<file path="src/hdl/tfg_pkg.sv">
`timescale 1ns / 1ps
// ---------------------------------------------------------------------------
// tfg_pkg
// Types, header constants and frame-geometry helpers of the test frame
// generator.
// ---------------------------------------------------------------------------
package tfg_pkg;

  // Limits
  localparam int unsigned MAX_PAYLOAD = 1400;
  localparam int unsigned MIN_FRAME   = 60;

  // Configuration port
  localparam int unsigned CFG_AW = 6;
  localparam int unsigned CFG_DW = 64;

  // Register indexes
  localparam logic [2:0] REG_DEST_MAC   = 3'd0;
  localparam logic [2:0] REG_SOURCE_MAC = 3'd1;
  localparam logic [2:0] REG_SRC_IP_UP  = 3'd2;
  localparam logic [2:0] REG_SRC_IP_LO  = 3'd3;
  localparam logic [2:0] REG_DST_IP_UP  = 3'd4;
  localparam logic [2:0] REG_DST_IP_LO  = 3'd5;
  localparam logic [2:0] REG_FLOW_PORTS = 3'd6;
  localparam logic [2:0] REG_FRAME_MODE = 3'd7;

  localparam logic [13:0] FRAME_MODE_RESET = 14'd32;

  // Protocol select codes (code three frames as ICMP, but its checksum includes the pseudo-header)
  localparam logic [1:0] PROTO_UDP  = 2'd0;
  localparam logic [1:0] PROTO_TCP  = 2'd1;
  localparam logic [1:0] PROTO_ICMP = 2'd2;

  // IP protocol numbers
  localparam logic [7:0] IPPROTO_UDP   = 8'd17;
  localparam logic [7:0] IPPROTO_TCP   = 8'd6;
  localparam logic [7:0] IPPROTO_ICMP  = 8'd1;
  localparam logic [7:0] IPPROTO_ICMP6 = 8'd58;

  // Header bytes
  localparam logic [7:0] ETYPE4_HI    = 8'h08;
  localparam logic [7:0] ETYPE4_LO    = 8'h00;
  localparam logic [7:0] ETYPE6_HI    = 8'h86;
  localparam logic [7:0] ETYPE6_LO    = 8'hdd;
  localparam logic [7:0] IP4_VER_IHL  = 8'h45;
  localparam logic [7:0] IP6_VER      = 8'h60;
  localparam logic [7:0] TAG_HI       = 8'h13;  // IPv4 id and TCP seq top half
  localparam logic [7:0] TAG_LO       = 8'h37;
  localparam logic [7:0] IP4_FLAG_DF  = 8'h40;
  localparam logic [7:0] HOP_LIMIT    = 8'd64;
  localparam logic [7:0] TCP_SEQ_B2   = 8'h00;
  localparam logic [7:0] TCP_SEQ_B3   = 8'h01;
  localparam logic [7:0] TCP_DOFF     = 8'h50;
  localparam logic [7:0] TCP_SYN      = 8'h02;
  localparam logic [7:0] TCP_WIN      = 8'hff;
  localparam logic [7:0] ICMP4_ECHO   = 8'd8;
  localparam logic [7:0] ICMP6_ECHO   = 8'd128;
  localparam logic [7:0] PAYLOAD_FILL = 8'h5a;
  localparam logic [15:0] UDP_ZERO_CSUM = 16'hffff;

  // Lengths
  localparam logic [10:0] IP4_HDR_LEN = 11'd20;
  localparam logic [4:0]  UDP_HDR_LEN = 5'd8;
  localparam logic [4:0]  TCP_HDR_LEN = 5'd20;
  localparam logic [5:0]  L4_OFF_V4   = 6'd34;
  localparam logic [5:0]  L4_OFF_V6   = 6'd54;
  localparam logic [10:0] ETH_HDR_LEN = 11'd14;

  // Fixed word sums used by the checksum pipeline
  localparam logic [17:0] IP4_FIXED_SUM = 18'({IP4_VER_IHL, 8'h00}) + 18'({TAG_HI, TAG_LO})
                                        + 18'({IP4_FLAG_DF, 8'h00}) + 18'({HOP_LIMIT, 8'h00});
  localparam logic [17:0] TCP_FIXED_SUM = 18'({TAG_HI, TAG_LO}) + 18'({TCP_SEQ_B2, TCP_SEQ_B3})
                                        + 18'({TCP_DOFF, TCP_SYN}) + 18'({TCP_WIN, TCP_WIN});
  localparam logic [15:0] PAY_WORD     = {PAYLOAD_FILL, PAYLOAD_FILL};
  localparam logic [15:0] PAY_ODD_WORD = {PAYLOAD_FILL, 8'h00};

  // Configuration registers
  typedef struct packed {
    logic [47:0] dest_mac;
    logic [47:0] source_mac;
    logic [63:0] source_ip_upper;
    logic [63:0] source_ip_lower;
    logic [63:0] dest_ip_upper;
    logic [63:0] dest_ip_lower;
    logic [31:0] flow_ports;
    logic [13:0] frame_mode;
  } tfg_cfg_t;

  // One register write beat
  typedef struct packed {
    logic              en;
    logic [2:0]        idx;
    logic [CFG_DW-1:0] data;
  } tfg_cfg_wr_t;

  function automatic logic mode_v6(logic [13:0] mode);
    return mode[13];
  endfunction

  function automatic logic [1:0] mode_proto(logic [13:0] mode);
    return mode[12:11];
  endfunction

  // Payload length, saturated
  function automatic logic [10:0] mode_pay(logic [13:0] mode);
    return (mode[10:0] > 11'(MAX_PAYLOAD)) ? 11'(MAX_PAYLOAD) : mode[10:0];
  endfunction

  function automatic logic [4:0] l4_hdr_len(logic [1:0] proto);
    return (proto == PROTO_TCP) ? TCP_HDR_LEN : UDP_HDR_LEN;
  endfunction

  function automatic logic [5:0] l4_off(logic v6);
    return v6 ? L4_OFF_V6 : L4_OFF_V4;
  endfunction

  function automatic logic [7:0] l4_proto_num(logic [1:0] proto, logic v6);
    logic [7:0] n;
    if (proto == PROTO_UDP) begin
      n = IPPROTO_UDP;
    end else if (proto == PROTO_TCP) begin
      n = IPPROTO_TCP;
    end else begin
      n = v6 ? IPPROTO_ICMP6 : IPPROTO_ICMP;
    end
    return n;
  endfunction

  // Total frame length including padding
  function automatic logic [10:0] frame_len(logic [13:0] mode);
    logic [10:0] f;
    f = 11'(l4_off(mode_v6(mode))) + 11'(l4_hdr_len(mode_proto(mode))) + mode_pay(mode);
    return (f < 11'(MIN_FRAME)) ? 11'(MIN_FRAME) : f;
  endfunction

  // Byte k of a 128-bit word, byte zero most significant
  function automatic logic [7:0] pick_byte(logic [127:0] v, logic [3:0] k);
    logic [127:0] s;
    s = v >> {~k, 3'b000};
    return s[7:0];
  endfunction

  // End-around carry fold and complement
  function automatic logic [15:0] fold_not(logic [24:0] s);
    logic [16:0] f1;
    logic [15:0] f2;
    f1 = {1'b0, s[15:0]} + {8'b0, s[24:16]};
    f2 = f1[15:0] + {15'b0, f1[16]};
    return ~f2;
  endfunction

endpackage

</file>
<file path="src/hdl/tfg_csum.sv">
`timescale 1ns / 1ps
// ---------------------------------------------------------------------------
// tfg_csum
// Internet checksum pipeline: address word sums kept per register write,
// then four stages from frame start to the latched IPv4 and L4 checksums.
// ---------------------------------------------------------------------------
module tfg_csum
  import tfg_pkg::*;
(
  input  logic        clk,
  input  logic        rst_n,
  input  logic        start,
  input  tfg_cfg_wr_t cfg_wr,
  input  tfg_cfg_t    cfg,
  output logic [15:0] hdr_csum,
  output logic [15:0] l4_csum
);

  function automatic logic [17:0] wsum4(logic [63:0] v);
    return 18'(v[63:48]) + 18'(v[47:32]) + 18'(v[31:16]) + 18'(v[15:0]);
  endfunction

  function automatic logic [16:0] wsum2(logic [31:0] v);
    return 17'(v[31:16]) + 17'(v[15:0]);
  endfunction

  // Word sums, refreshed on each write to their register
  logic [17:0] sup_sum_r, slo_sum_r, dup_sum_r, dlo_sum_r;
  logic [16:0] s4_sum_r, d4_sum_r, port_sum_r;

  always_ff @(posedge clk) begin
    if (!rst_n) begin
      sup_sum_r  <= '0;
      slo_sum_r  <= '0;
      dup_sum_r  <= '0;
      dlo_sum_r  <= '0;
      s4_sum_r   <= '0;
      d4_sum_r   <= '0;
      port_sum_r <= '0;
    end else if (cfg_wr.en) begin
      if (cfg_wr.idx == REG_SRC_IP_UP) begin
        sup_sum_r <= wsum4(cfg_wr.data);
      end
      if (cfg_wr.idx == REG_SRC_IP_LO) begin
        slo_sum_r <= wsum4(cfg_wr.data);
        s4_sum_r  <= wsum2(cfg_wr.data[31:0]);
      end
      if (cfg_wr.idx == REG_DST_IP_UP) begin
        dup_sum_r <= wsum4(cfg_wr.data);
      end
      if (cfg_wr.idx == REG_DST_IP_LO) begin
        dlo_sum_r <= wsum4(cfg_wr.data);
        d4_sum_r  <= wsum2(cfg_wr.data[31:0]);
      end
      if (cfg_wr.idx == REG_FLOW_PORTS) begin
        port_sum_r <= wsum2(cfg_wr.data[31:0]);
      end
    end
  end

  // Stage A: capture mode, address sum and port sum at frame start
  logic        a_go_r;
  logic        a_v6_r;
  logic [1:0]  a_proto_r;
  logic [10:0] a_pay_r;
  logic [19:0] a_addr_r;
  logic [16:0] a_ports_r;
  logic [19:0] a_addr_nxt;

  always_comb begin
    if (mode_v6(cfg.frame_mode)) begin
      a_addr_nxt = 20'(sup_sum_r) + 20'(slo_sum_r) + 20'(dup_sum_r) + 20'(dlo_sum_r);
    end else begin
      a_addr_nxt = 20'(s4_sum_r) + 20'(d4_sum_r);
    end
  end

  always_ff @(posedge clk) begin
    if (!rst_n) begin
      a_go_r <= 1'b0;
    end else begin
      a_go_r <= start;
    end
  end

  always_ff @(posedge clk) begin
    if (start) begin
      a_v6_r    <= mode_v6(cfg.frame_mode);
      a_proto_r <= mode_proto(cfg.frame_mode);
      a_pay_r   <= mode_pay(cfg.frame_mode);
      a_addr_r  <= a_addr_nxt;
      a_ports_r <= port_sum_r;
    end
  end

  // Stage B: header sums and payload sum
  logic        b_go_r;
  logic        b_v6_r;
  logic        b_udp_r;
  logic [20:0] b_hsum_r;
  logic [21:0] b_l4hdr_r;
  logic [23:0] b_pay_r;
  logic [20:0] b_hsum_nxt;
  logic [21:0] b_l4hdr_nxt;
  logic [23:0] b_pay_nxt;

  always_comb begin
    logic [10:0] ll;
    logic [10:0] tot;
    logic [7:0]  l4p;
    logic [20:0] pseudo;
    logic [17:0] words;
    logic [25:0] prod;

    ll   = 11'(l4_hdr_len(a_proto_r)) + a_pay_r;
    tot  = ll + IP4_HDR_LEN;
    l4p  = l4_proto_num(a_proto_r, a_v6_r);

    b_hsum_nxt = 21'(IP4_FIXED_SUM) + 21'(tot) + 21'(l4p) + 21'(a_addr_r);

    // Pseudo-header, absent only for the plain ICMP code over IPv4
    if (a_proto_r == PROTO_ICMP && !a_v6_r) begin
      pseudo = '0;
    end else begin
      pseudo = 21'(a_addr_r) + 21'(ll) + 21'(l4p);
    end

    if (a_proto_r == PROTO_UDP) begin
      words = 18'(a_ports_r) + 18'(ll);
    end else if (a_proto_r == PROTO_TCP) begin
      words = 18'(a_ports_r) + TCP_FIXED_SUM;
    end else begin
      words = 18'(a_ports_r) + 18'({a_v6_r ? ICMP6_ECHO : ICMP4_ECHO, 8'h00});
    end
    b_l4hdr_nxt = 22'(pseudo) + 22'(words);

    // Fill bytes start on an even offset: whole words plus an odd high byte
    prod      = 26'(PAY_WORD) * 26'(a_pay_r[10:1]);
    b_pay_nxt = prod[23:0] + (a_pay_r[0] ? 24'(PAY_ODD_WORD) : 24'd0);
  end

  always_ff @(posedge clk) begin
    if (!rst_n) begin
      b_go_r <= 1'b0;
    end else begin
      b_go_r <= a_go_r;
    end
  end

  always_ff @(posedge clk) begin
    if (a_go_r) begin
      b_v6_r    <= a_v6_r;
      b_udp_r   <= (a_proto_r == PROTO_UDP);
      b_hsum_r  <= b_hsum_nxt;
      b_l4hdr_r <= b_l4hdr_nxt;
      b_pay_r   <= b_pay_nxt;
    end
  end

  // Stage C: full L4 sum
  logic        c_go_r;
  logic        c_v6_r;
  logic        c_udp_r;
  logic [20:0] c_hsum_r;
  logic [24:0] c_l4sum_r;

  always_ff @(posedge clk) begin
    if (!rst_n) begin
      c_go_r <= 1'b0;
    end else begin
      c_go_r <= b_go_r;
    end
  end

  always_ff @(posedge clk) begin
    if (b_go_r) begin
      c_v6_r    <= b_v6_r;
      c_udp_r   <= b_udp_r;
      c_hsum_r  <= b_hsum_r;
      c_l4sum_r <= 25'(b_l4hdr_r) + 25'(b_pay_r);
    end
  end

  // Stage D: fold, complement, latch
  logic [15:0] hdr_csum_r, l4_csum_r;
  logic [15:0] hdr_csum_nxt, l4_csum_nxt;

  always_comb begin
    hdr_csum_nxt = c_v6_r ? 16'd0 : fold_not(25'(c_hsum_r));
    l4_csum_nxt  = fold_not(c_l4sum_r);
    if (c_udp_r && l4_csum_nxt == 16'd0) begin
      l4_csum_nxt = UDP_ZERO_CSUM;
    end
  end

  always_ff @(posedge clk) begin
    if (!rst_n) begin
      hdr_csum_r <= '0;
      l4_csum_r  <= '0;
    end else if (c_go_r) begin
      hdr_csum_r <= hdr_csum_nxt;
      l4_csum_r  <= l4_csum_nxt;
    end
  end

  assign hdr_csum = hdr_csum_r;
  assign l4_csum  = l4_csum_r;

endmodule

</file>
<file path="config.mk">
export PLATFORM = sky130hd
export DESIGN_NAME = tfg_csum
export DESIGN_NICKNAME = d
export VERILOG_FILES = /design/src/hdl/tfg_pkg.sv /design/src/hdl/tfg_csum.sv
export SDC_FILE = /design/constraint.sdc
export NUM_CORES = 1
export LEC_CHECK = 0
export ABC_AREA = 0
export BUFFER_PORTS_ARGS = -buffer_cell sky130_fd_sc_hd__buf_4
export CELL_PAD_IN_SITES_DETAIL_PLACEMENT = 0
export CELL_PAD_IN_SITES_GLOBAL_PLACEMENT = 1
export CORE_ASPECT_RATIO = 1.5
export CORE_MARGIN = 2
export CORE_UTILIZATION = 43
export DETAILED_ROUTE_END_ITERATION = 8
export PLACE_DENSITY_LB_ADDON = 0.1
export SYNTH_ARGS = -nofsm -noshare
export SYNTH_HDL_FRONTEND = slang
export SYNTH_SLANG_ARGS = --single-unit
</file>
<file path="constraint.sdc">
create_clock -name clk -period 8.64 [get_ports clk]
set_input_delay 0.432 -clock clk [delete_from_list [all_inputs] [get_ports clk]]
set_output_delay 0.432 -clock clk [all_outputs]
set_load 0.01 [all_outputs]
</file>
# Yosys cells after proc, flatten, opt, wreduce, memory -nomap -nowiden
# Index checks and enable logic that the tools add are counted.
# classes
div	0
bitwise_logic	2
add_sub_neg	25
shift	0
n_mux	12
order_cmp	1
mul	1
n_reduce_logical	10
eq_ne	7
# op_table
op	n
$add A17 B16 Y18	2
$mux W18	2
$add A16 B16 Y17	2
$add A16 B1 Y16	2
$mux W16	2
$not A16 Y16	2
$add A22 B24 Y25	1
$add A24 B15 Y24	1
$mul A14 B10 Y23 const A	1
$add A21 B18 Y22	1
$add A18 B20 Y21	1
$add A20 B11 Y21	1
$add A21 B8 Y21	1
$mux W21	1
$add A19 B18 Y20	1
$add A20 B18 Y20	1
$mux W20	1
$add A18 B18 Y19	1
$add A17 B11 Y18	1
$add A17 B17 Y18	1
$add A17 B17 Y18 const B	1
$add A17 B8 Y18	1
$add A18 B16 Y18	1
$mux W6	3
18 further kinds	26
# totals
output_inout_bits	32
latch_bits	0
register_bits	326
ramBits	0
rom_bits	0
wordCells	84
input_bits	469
memories	0

# Longest topological paths before layout
# Gate-level depths: netlist of run 1.
# logic_depth
depth_word	7
mapped_depth	29
mapped_depth_nobuf	28

# Worst setup path after synthesis of run 1
# No wires, ideal clock.
# synth_timing
path_kind	flip-flop to flip-flop
from	register a_proto_r[1]
to	register b_l4hdr_r[20] (data pin)
setup_time_ps	266
slack_ps	2291
n_path_buf	1
stages_incl_launch_ff	27
required_time_ps	8374
t_arrival_ps	6083
path_cell_list	edfxtp_1 clkbuf_1 clkinv_1 nand2_1 clkinv_1 fa_1 xnor2_1 xnor2_1 inv_1 fa_1 inv_1 ha_1 a2111oi_0 nor2_1 a21oi_1 or2_2 a21oi_1 ha_1 a21oi_1 nor2_1 a221oi_1 a211oi_1 o31ai_1 a41oi_1 maj3_1 a21oi_1 nor2_1
# synth_via
elab_chain_len	7
# synth_lines
item	line_no	text
from (decl)	tfg_csum.sv:64	logic [1:0] a_proto_r;
from (signal assigned)	tfg_csum.sv:89	a_proto_r <= mode_proto(cfg.frame_mode);
$eq A2 B1 Y1	tfg_pkg.sv:110, tfg_pkg.sv:121, tfg_csum.sv:130	
$mux W5	tfg_pkg.sv:110	return (proto == PROTO_TCP) ? TCP_HDR_LEN : UDP_HDR_LEN;
$add A5 B11 Y11	tfg_csum.sv:115	ll = 11'(l4_hdr_len(a_proto_r)) + a_pay_r;
$add A20 B11 Y21	tfg_csum.sv:125	pseudo = 21'(a_addr_r) + 21'(ll) + 21'(l4p);
$add A21 B8 Y21	tfg_csum.sv:125	
$mux W21	tfg_csum.sv:122	if (a_proto_r == PROTO_ICMP && !a_v6_r) begin
$add A21 B18 Y22 *	tfg_csum.sv:135	b_l4hdr_nxt = 22'(pseudo) + 22'(words);
named net b_l4hdr_nxt[20]	tfg_csum.sv:104	logic [21:0] b_l4hdr_nxt;
to (signal assigned)	tfg_csum.sv:155	b_l4hdr_r <= b_l4hdr_nxt;
to (decl)	tfg_csum.sv:101	logic [21:0] b_l4hdr_r;
# Mark *: on every way through the listed nets, which the timed path passes. The rest lies on a longest branch.
# A chain may end at the register's enable or synchronous reset.

# Worst setup path after layout of run 1
# Same ends and word-level chain as after synthesis.

==> metrics.yaml, run 1 <==
cts.path.max_buffers: 3
crit_type: "register to register"
root_buffer: "clkbuf_16"
max-slew-margin-rel_pct: 23.5
cts-htree-levels: 2
hp-class: "input pin to register"
async_flop_share_pct: 0
syn_nets: 3463
status: "completed"
die_w_um: 200
clk_latency_ns: 0.57
hold_viol_final: 0
floorplan.initialDensity_pct: 43.6
cts_resized: 0
wl_met3_um: 1400
setup_viol: 0
ys.warnings.count: 0
firstDrtPassIters: 7
cts-hold-fix-buffers: 0
vdd_drop_max_mv: 0.229
die_h_um: 298
grt_usage_pct: 21.9
routed.top_layer: "met4"
cts_tree: "done"
postCtsSetupRepairBufs: 0
syn_avg_cell_area_um2: 9.54
syn2layout_area_growth_pct: 11.9
fin_nets: 3569
wl_um: 65300
syn_area_um2: 24900
drt-initial-drc-count: 690
dp_slack_ns: 1.02
final_common_cell: "nand2_1"
detail-route-antenna-nets: 0
layout_common_cells: "281 x nand2_1, 270 x ha_1, 179 x inv_1"
num_rows: 107
synth_top_cell_by_area: "edfxtp_1"
ys.flop_type: "edfxtp_1"
via_count: 18582
fin_ws_ns: 1.09
synth.top_cell.area_share_pct: 20.2
wl_met2_um: 36800
n_antenna_cell: 0
grt_max_degree: 70
max_slew.worst_pin.slew_ns: 1.12
p_leak_nw: 11.9
period_minus_slack_ns: 7.55
antenna_found_initial: 1
wire_per_inst_um: 18.6
routed_via_density: 5.31
clkTransAtPathRegs_ns: 0.06
synthCells: 2604
max_cap_violations: 0
ys_top_cells_by_area: "edfxtp_1 20%, ha_1 14%, dfxtp_1 13%"
crit_path_start_kind: "register"
cts_sinks: 325
period_share_pct: 87.4
grt_pass1_vias: 19365
wl_met1_um: 23300
worst-endpoint-required_ns: 8.95
finClkSkew_ns: 0.0341
grt_pass1_wl_um: 103000
drive_gt1_share_pct: 9.42
core-area_um2: 57000
worst-path-max-fanout: 8
port_buffers: 116
yosysUniqueCellTypes: 92
dieArea_um2: 59800
gp_congestion: 0.916
dp_hpwl_um: 54000
synth_edf_count: 167
hold_ws_ns: 0.0461
setup_tns_ns: 0
yosysSeqAreaShare_pct: 32.9
slew_viol_final: 0
num_io_pins: 501
numCtsBuffers: 37
rsz0062_at_grt: "false"
power.density_nw_per_um2: 308
arrival_ns: 7.86
max_freq_ghz: 0.132
route.detailed.drc: 0
gr-total-overflow: 0
worstSetupEndpointType: "register"
synth-seq-cells: 325
## synthesized netlist by cell type, types with 65 or more instances
cell type	count
o21ai_0	143
inv_1	179
nor2_1	163
a21oi_1	140
xor2_1	74
nand2_1	281
ha_1	270
fa_1	120
edfxtp_1	167
xnor2_1	146
a21boi_0	65
dfxtp_1	158
## cell type report
| type | instances | area [um2] |
|---|---|---|
| timing repair buffer | 136 | 1020 |
| clock inverter | 16 | 193 |
| clock buffer | 52 | 1070 |
| sequential | 325 | 8180 |
| inverter | 182 | 683 |
| tap | 763 | 955 |
| fill | 5434 | 29200 |
| multi-input combinational | 2028 | 15700 |
## per-layer routing
metal / vias up / global-route usage, %
met3: 123 / 2.24
met2: 278 / 44.7
li1: 9375 / -
met1: 8806 / 21.4
met4: 0 / 11.5
met5: - / 0
## sequential cells by signal (all words and copies together), names as in the netlist, 18 cells and up
name and cells:
c_l4sum_r 25, b_hsum_r 21, dlo_sum_r 18, dup_sum_r 18
b_l4hdr_r 22, b_pay_r 23, c_hsum_r 21, slo_sum_r 18
a_addr_r 20, sup_sum_r 18
## final timing paths
check                          from                      end  slack (ns)  depth (start not counted)
min                         cfg[12]   a_proto_r[1]$_DFFE_PP_        0.05                          1
max          a_proto_r[1]$_DFFE_PP_  b_l4hdr_r[20]$_DFFE_PP_        1.09                         27
max reg2reg  a_proto_r[1]$_DFFE_PP_  b_l4hdr_r[20]$_DFFE_PP_        1.09                         27
min reg2reg   b_hsum_r[1]$_DFFE_PP_    c_hsum_r[1]$_DFFE_PP_        0.42                          0
## stage by stage
stage	instances	total power [mW]	utilization, %	cell area, um2
floorplan	2604	5.75	-	24900
global placement	3434	6.97	46.5	26500
detailed placement	3434	7.04	46.5	26500
CTS	3502	8.70	48.8	27800
global route	3502	9.30	48.8	27800
finish	3502	8.57	48.8	27800
## report_power, final
part / leakage (nW) / internal (mW) / switching (mW)
combinational: 8.41 / 1.98 / 2.77
clock: 0.633 / 0.967 / 0.653
sequential: 2.88 / 2.06 / 0.135
total: 11.9 / 5.01 / 3.56
## cells by family after synthesis
kind of cell | Yosys count | synth area share (%)
simple gates | 807 | 15.6
compound gates | 601 | 16.0
fa+ha+maj | 392 | 23.3
flops | 325 | 32.9
buf+inv | 251 | 3.99
xor+xnor | 222 | 7.96
mux | 5 | 0.216
other cells | 1 | 0.0151
## worst max-delay path, cell delays in order, from the launching register on
cell and delay (ns):
edfxtp_1 0.41, clkinv_1 0.32, nand2_1 0.19, clkinv_1 0.19, fa_1 0.47, maj3_1 0.34
nor2_1 0.23, xnor2_1 0.37, inv_1 0.30, ha_1 0.38, ha_1 0.28, a2111oi_0 0.71
buf_4 0.23, nor2_1 0.04, a21oi_1 0.17, nand2_1 0.08, a21oi_1 0.25, ha_1 0.32
a21oi_1 0.26, nor2_1 0.08, a221oi_1 0.37, a211oi_1 0.18, o31ai_1 0.30, buf_4 0.18
a41oi_1 0.04, maj3_1 0.37, a21oi_1 0.15, nor2_1 0.06
Note: power is estimated with default switching activity, not from simulation.
==> run 2, diff against run 1 <==
- CTS_BUF_LIST: unset -> sky130_fd_sc_hd__clkbuf_8 sky130_fd_sc_hd__clkbuf_16
- MAX_ROUTING_LAYER: unset -> met4
- SLEW_MARGIN: unset -> 20
==> run 2 against run 1 <==
  * Critical path depth stayed put
  * Flip-flop and latch count stayed put
  * Clock skew is 0.0064 ns lower
  * Die area stayed put
  * Worst hold slack better by 0.017 ns
  * Total power is 1.3% lower
  * Fmax is 1.2% lower
  * First-iteration DRC count is 3.5% lower
  * Global-route usage is 0.58 points higher
  * Cell count is 0.31% lower
  * Combinational power hardly changed
  * Largest cell class unchanged
==> metrics.yaml, run 2 (synthesized netlist as in run 1, its figures left out) <==
status: "completed"
syn2layout_area_growth_pct: 11.3
clkTransAtPathRegs_ns: 0.06
slew_viol_final: 0
floorplan.initialDensity_pct: 43.6
worst-path-max-fanout: 8
top_regs: "c_l4sum_r: 25 flops, b_pay_r: 23 flops, b_l4hdr_r: 22 flops"
p_clk_share_pct: 17.8
finClkSkew_ns: 0.0277
routed_via_density: 5.31
dp_hpwl_um: 54500
antenna_found_initial: 0
die_h_um: 298
swShare_pct: 41.9
numCtsBuffers: 35
setup_tns_ns: 0
detail-route-antenna-nets: 0
num_io_pins: 501
dp_slack_ns: 0.865
p_leak_nw: 11.8
max_cap_violations: 0
fin_nets: 3565
dieArea_um2: 59800
core-area_um2: 57000
worst-endpoint-required_ns: 8.93
final_common_cell: "nand2_1"
crit_path_start_kind: "register"
max-slew-margin-rel_pct: 27.2
max_slew.worst_pin.slew_ns: 1.09
cts_tree: "done"
wl_met3_um: 1290
grt_usage_pct: 22.5
cp_num_buf_inv: 5
layout_common_cells: "281 x nand2_1, 270 x ha_1, 184 x inv_1"
cts-hold-fix-buffers: 0
pwr-share-seq_pct: 26.0
wl_um: 66000
postCtsSetupRepairBufs: 0
regArea_um2: 8180
die_w_um: 200
cts_resized: 0
power_mw: 8.46
top_register: "c_l4sum_r"
worstSetupEndpointType: "register"
wl_met1_um: 23500
crit_type: "register to register"
hold_viol_final: 0
drt-initial-drc-count: 666
grt_max_degree: 70
period_minus_slack_ns: 7.64
grt_pass1_wl_um: 102000
crit_family: "compound AO/OA/AOI/OAI gates"
vdd_drop_max_mv: 0.232
gp_congestion: 0.925
dp_cells: 3432
largest_reg_flops: 25
fin_ws_ns: 0.996
rsz0062_at_grt: "false"
cts_sinks: 325
wire_per_inst_um: 18.9
route.detailed.drc: 0
p_int_mw: 4.92
port_buffers: 116
p_switching_mw: 3.54
arrival_ns: 7.94
period_share_pct: 88.5
firstDrtPassIters: 5
via_count: 18535
cts-htree-levels: 2
multiInputGateArea_um2: 15700
drive_gt1_share_pct: 9.05
clk_latency_ns: 0.56
max_freq_ghz: 0.131
max_stage_delay_ns: 0.67
cts.path.max_buffers: 3
hold_ws_ns: 0.0631
routed.top_layer: "met4"
n_antenna_cell: 0
num_rows: 107
grt_pass1_vias: 19029
critPathSlowestCell: "a2111oi_0"
pwr-share-comb_pct: 56.2
stdcell_count: 3491
root_buffer: "clkbuf_16"
fill_cells: 5471
hp-class: "input pin to register"
power.density_nw_per_um2: 306
setup_viol: 0
gr-total-overflow: 0
wl_met2_um: 37300
[run 2: cell types whose count changed in the layout (fill, tap and decap cells not counted), sizes merged]
cell / previous run / this run
clkbuf: 52 / 36
inv: 182 / 186
clkinvlp: 0 / 3
buf: 136 / 134
bufinv: 3 / 4
clkinv: 13 / 12
[run 2: power by group through the flow]
stage | Combinational, mW | Sequential (mW) | Clock, mW
after floorplan | 3.58 | 2.17 | 0
after global placement | 4.75 | 2.23 | 0
after detailed placement | 4.79 | 2.23 | 0
after CTS | 4.83 | 2.20 | 1.55
after global routing | 5.35 | 2.22 | 1.61
final | 4.75 | 2.20 | 1.51
[run 2: worst paths after layout]
kind	from	endpoint	slack (ns)	cells past startpoint
max	a_proto_r[1]$_DFFE_PP_	b_l4hdr_r[20]$_DFFE_PP_	1.0	27
min	cfg[12]	a_proto_r[1]$_DFFE_PP_	0.06	1
max reg2reg	a_proto_r[1]$_DFFE_PP_	b_l4hdr_r[20]$_DFFE_PP_	1.0	27
min reg2reg	b_hsum_r[20]$_DFFE_PP_	c_hsum_r[20]$_DFFE_PP_	0.42	0
[run 2: layout make-up]
cell class              instances  share of cell area (%)
flip-flops and latches        325                    29.6
inverters                     182                    2.47
clock inverters                23                   0.864
well taps                     763                    3.45
repair buffers                134                    3.64
multi-input cells            2028                    56.8
clock buffers                  36                    3.22
[run 2: worst reg2reg max path, delay by kind of cell, from the launching register on]
family | cells | cell delay [ns]
AOI/OAI and AO/OA | 9 | 2.48
xor gates and xnor gates | 1 | 0.39
adders and majority gates | 6 | 2.22
buffers and inverters | 5 | 1.25
DFF | 1 | 0.41
and+or+nand+nor | 6 | 0.65
[run 2: per-stage QoR]
stage	utilization, %	instance area (um2)
after floorplan	-	24900
after global placement	46.5	26500
after detailed placement	46.5	26500
after CTS	48.5	27700
after global routing	48.5	27700
final	48.5	27700
[run 2: metal layers]
layer / vias to the layer above / GRT usage [%]
met5: - / -
met4: 0 / 12.2
met3: 112 / 2.09
met2: 239 / 44.5
met1: 8806 / 21.1
li1: 9378 / -
==> run 3, diff against run 2 <==
- CORE_ASPECT_RATIO: 1.5 -> 0.6
==> run 3 against run 2 <==
  * Critical endpoint unchanged
  * Worst hold slack got worse by 0.011 ns
  * Register-to-register slack got worse by 0.14 ns
  * Via count rose by 2.9%
  * Non-clock buffer count decreased by 1
  * Wire length rose by 3.4%
  * Cell count is 0.57% higher
  * Die area barely moved
  * Fmax down 1.8%
==> metrics.yaml, run 3 (synthesized netlist as in run 1, its figures left out) <==
pwr-share-comb_pct: 57.7
core-area_um2: 57300
die_w_um: 314
drive_gt1_share_pct: 8.89
max-slew-margin-rel_pct: 26.0
swShare_pct: 44.3
hold_ws_ns: 0.0519
detail-route-antenna-nets: 0
p_int_mw: 4.88
num_io_pins: 501
max_freq_ghz: 0.129
clkTransAtPathRegs_ns: 0.06
grt_max_degree: 74
worst-endpoint-required_ns: 8.93
crit_type: "register to register"
finClkSkew_ns: 0.0296
root_buffer: "clkbuf_16"
route.detailed.drc: 0
dpl_cell_area_um2: 26500
firstDrtPassIters: 5
max_slew.worst_pin.slew_ns: 1.11
pwr-share-seq_pct: 25.0
via_count: 19075
p_switching_mw: 3.88
cts_tree: "done"
top_register: "c_l4sum_r"
final_area_um2: 27700
period_minus_slack_ns: 7.78
crit_top_cell: "o21ai_0"
cts_resized: 0
rsz0062_at_grt: "false"
worst-path-max-fanout: 9
grt_pass1_wl_um: 106000
floorplan.initialDensity_pct: 43.3
slew_viol_final: 0
dieArea_um2: 59800
dp_slack_ns: 1.04
dp_hpwl_um: 55400
drt-initial-drc-count: 1369
top_regs: "c_l4sum_r: 25 flops, b_pay_r: 23 flops, b_l4hdr_r: 22 flops"
grt_pass1_vias: 17975
wire_per_inst_um: 19.4
hp-class: "input pin to register"
final_common_cell: "nand2_1"
setup_tns_ns: 0
die_h_um: 190
p_clk_share_pct: 17.2
crit_path_start_kind: "register"
vdd_drop_max_mv: 0.290
status: "completed"
cts-hold-fix-buffers: 0
layout_common_cells: "281 x nand2_1, 270 x ha_1, 188 x inv_1"
setup_viol: 0
port_buffers: 116
power.density_nw_per_um2: 316
antenna_found_initial: 10
cts_sinks: 325
hold_viol_final: 0
postCtsSetupRepairBufs: 0
fin_ws_ns: 0.858
clk_latency_ns: 0.57
critPathSlowestCell: "o41ai_1"
gr-total-overflow: 0
syn2layout_area_growth_pct: 11.4
arrival_ns: 8.07
wl_um: 68300
period_share_pct: 90.1
cts-htree-levels: 2
num_rows: 68
max_stage_delay_ns: 0.79
numCtsBuffers: 36
worstSetupEndpointType: "register"
cts.path.max_buffers: 3
p_leak_nw: 11.9
gp_congestion: 0.938
grt_usage_pct: 23.7
largest_reg_flops: 25
fill_cells: 5444
routed_via_density: 5.43
max_cap_violations: 0
fin_nets: 3565
## run 3: cell types whose count changed in the layout (fill, tap and decap cells not counted), sizes merged
cell,delta
bufinv,-3
buf,-1
clkinvlp,-1
diode,+7
inv,+4
clkbuf,+3
clkinv,+4
## run 3: layer usage
layer | part of all wire (%) | track usage, % | routed length [um] | vias to the layer above
met3 | 7.8 | 4.48 | 5310 | 64
met4 | 1.2 | 3.92 | 833 | 0
li1 | - | - | - | 9386
met5 | 0 | - | 0 | -
met2 | 35 | 28.5 | 23900 | 549
met1 | 56 | 39.4 | 38300 | 9076
## run 3: cell type report
type,instances,area [um2],area share [%]
Antenna cell,7,17.5,0.0633
Inverter,182,683,2.47
Tap cell,770,963,3.48
Timing Repair Buffer,133,998,3.61
Sequential cell,325,8180,29.6
Clock inverter,27,175,0.633
Clock buffer,39,965,3.49
Multi-Input combinational cell,2028,15700,56.7
## run 3: stage by stage
stage	power (mW)	std cells	util [%]
after floorplan	5.75	2604	-
after global placement	7.13	3438	46.2
after detailed placement	7.20	3438	46.2
after CTS	8.76	3504	48.2
after global routing	9.46	3509	48.3
final	8.76	3511	48.3
## run 3: worst max-delay path, delay by kind of cell (launching register included)
family	cells	cell delay [ns]
adders and majority gates	5	2.04
xor gates and xnor gates	2	0.69
DFF	1	0.36
AOI/OAI and AO/OA	10	2.37
buffers and inverters	5	1.03
and+or+nand+nor	6	1.02
## run 3: worst paths after layout
path	from	to	slack (ns)	depth (start not counted)
setup / recovery	a_proto_r[1]$_DFFE_PP_	b_l4hdr_r[20]$_DFFE_PP_	0.86	28
hold / removal	cfg[11]	a_proto_r[0]$_DFFE_PP_	0.05	1
setup reg to reg	a_proto_r[1]$_DFFE_PP_	b_l4hdr_r[20]$_DFFE_PP_	0.86	28
hold reg to reg	b_hsum_r[4]$_DFFE_PP_	c_hsum_r[4]$_DFFE_PP_	0.41	0
## run 3: power groups by stage
stage / Combinational, mW / Clock, mW / Sequential (mW)
floorplan: 3.58 / 0 / 2.17
global placement: 4.91 / 0 / 2.22
detailed placement: 4.97 / 0 / 2.23
CTS: 5.01 / 1.55 / 2.19
global route: 5.64 / 1.61 / 2.21
finish: 5.06 / 1.51 / 2.19
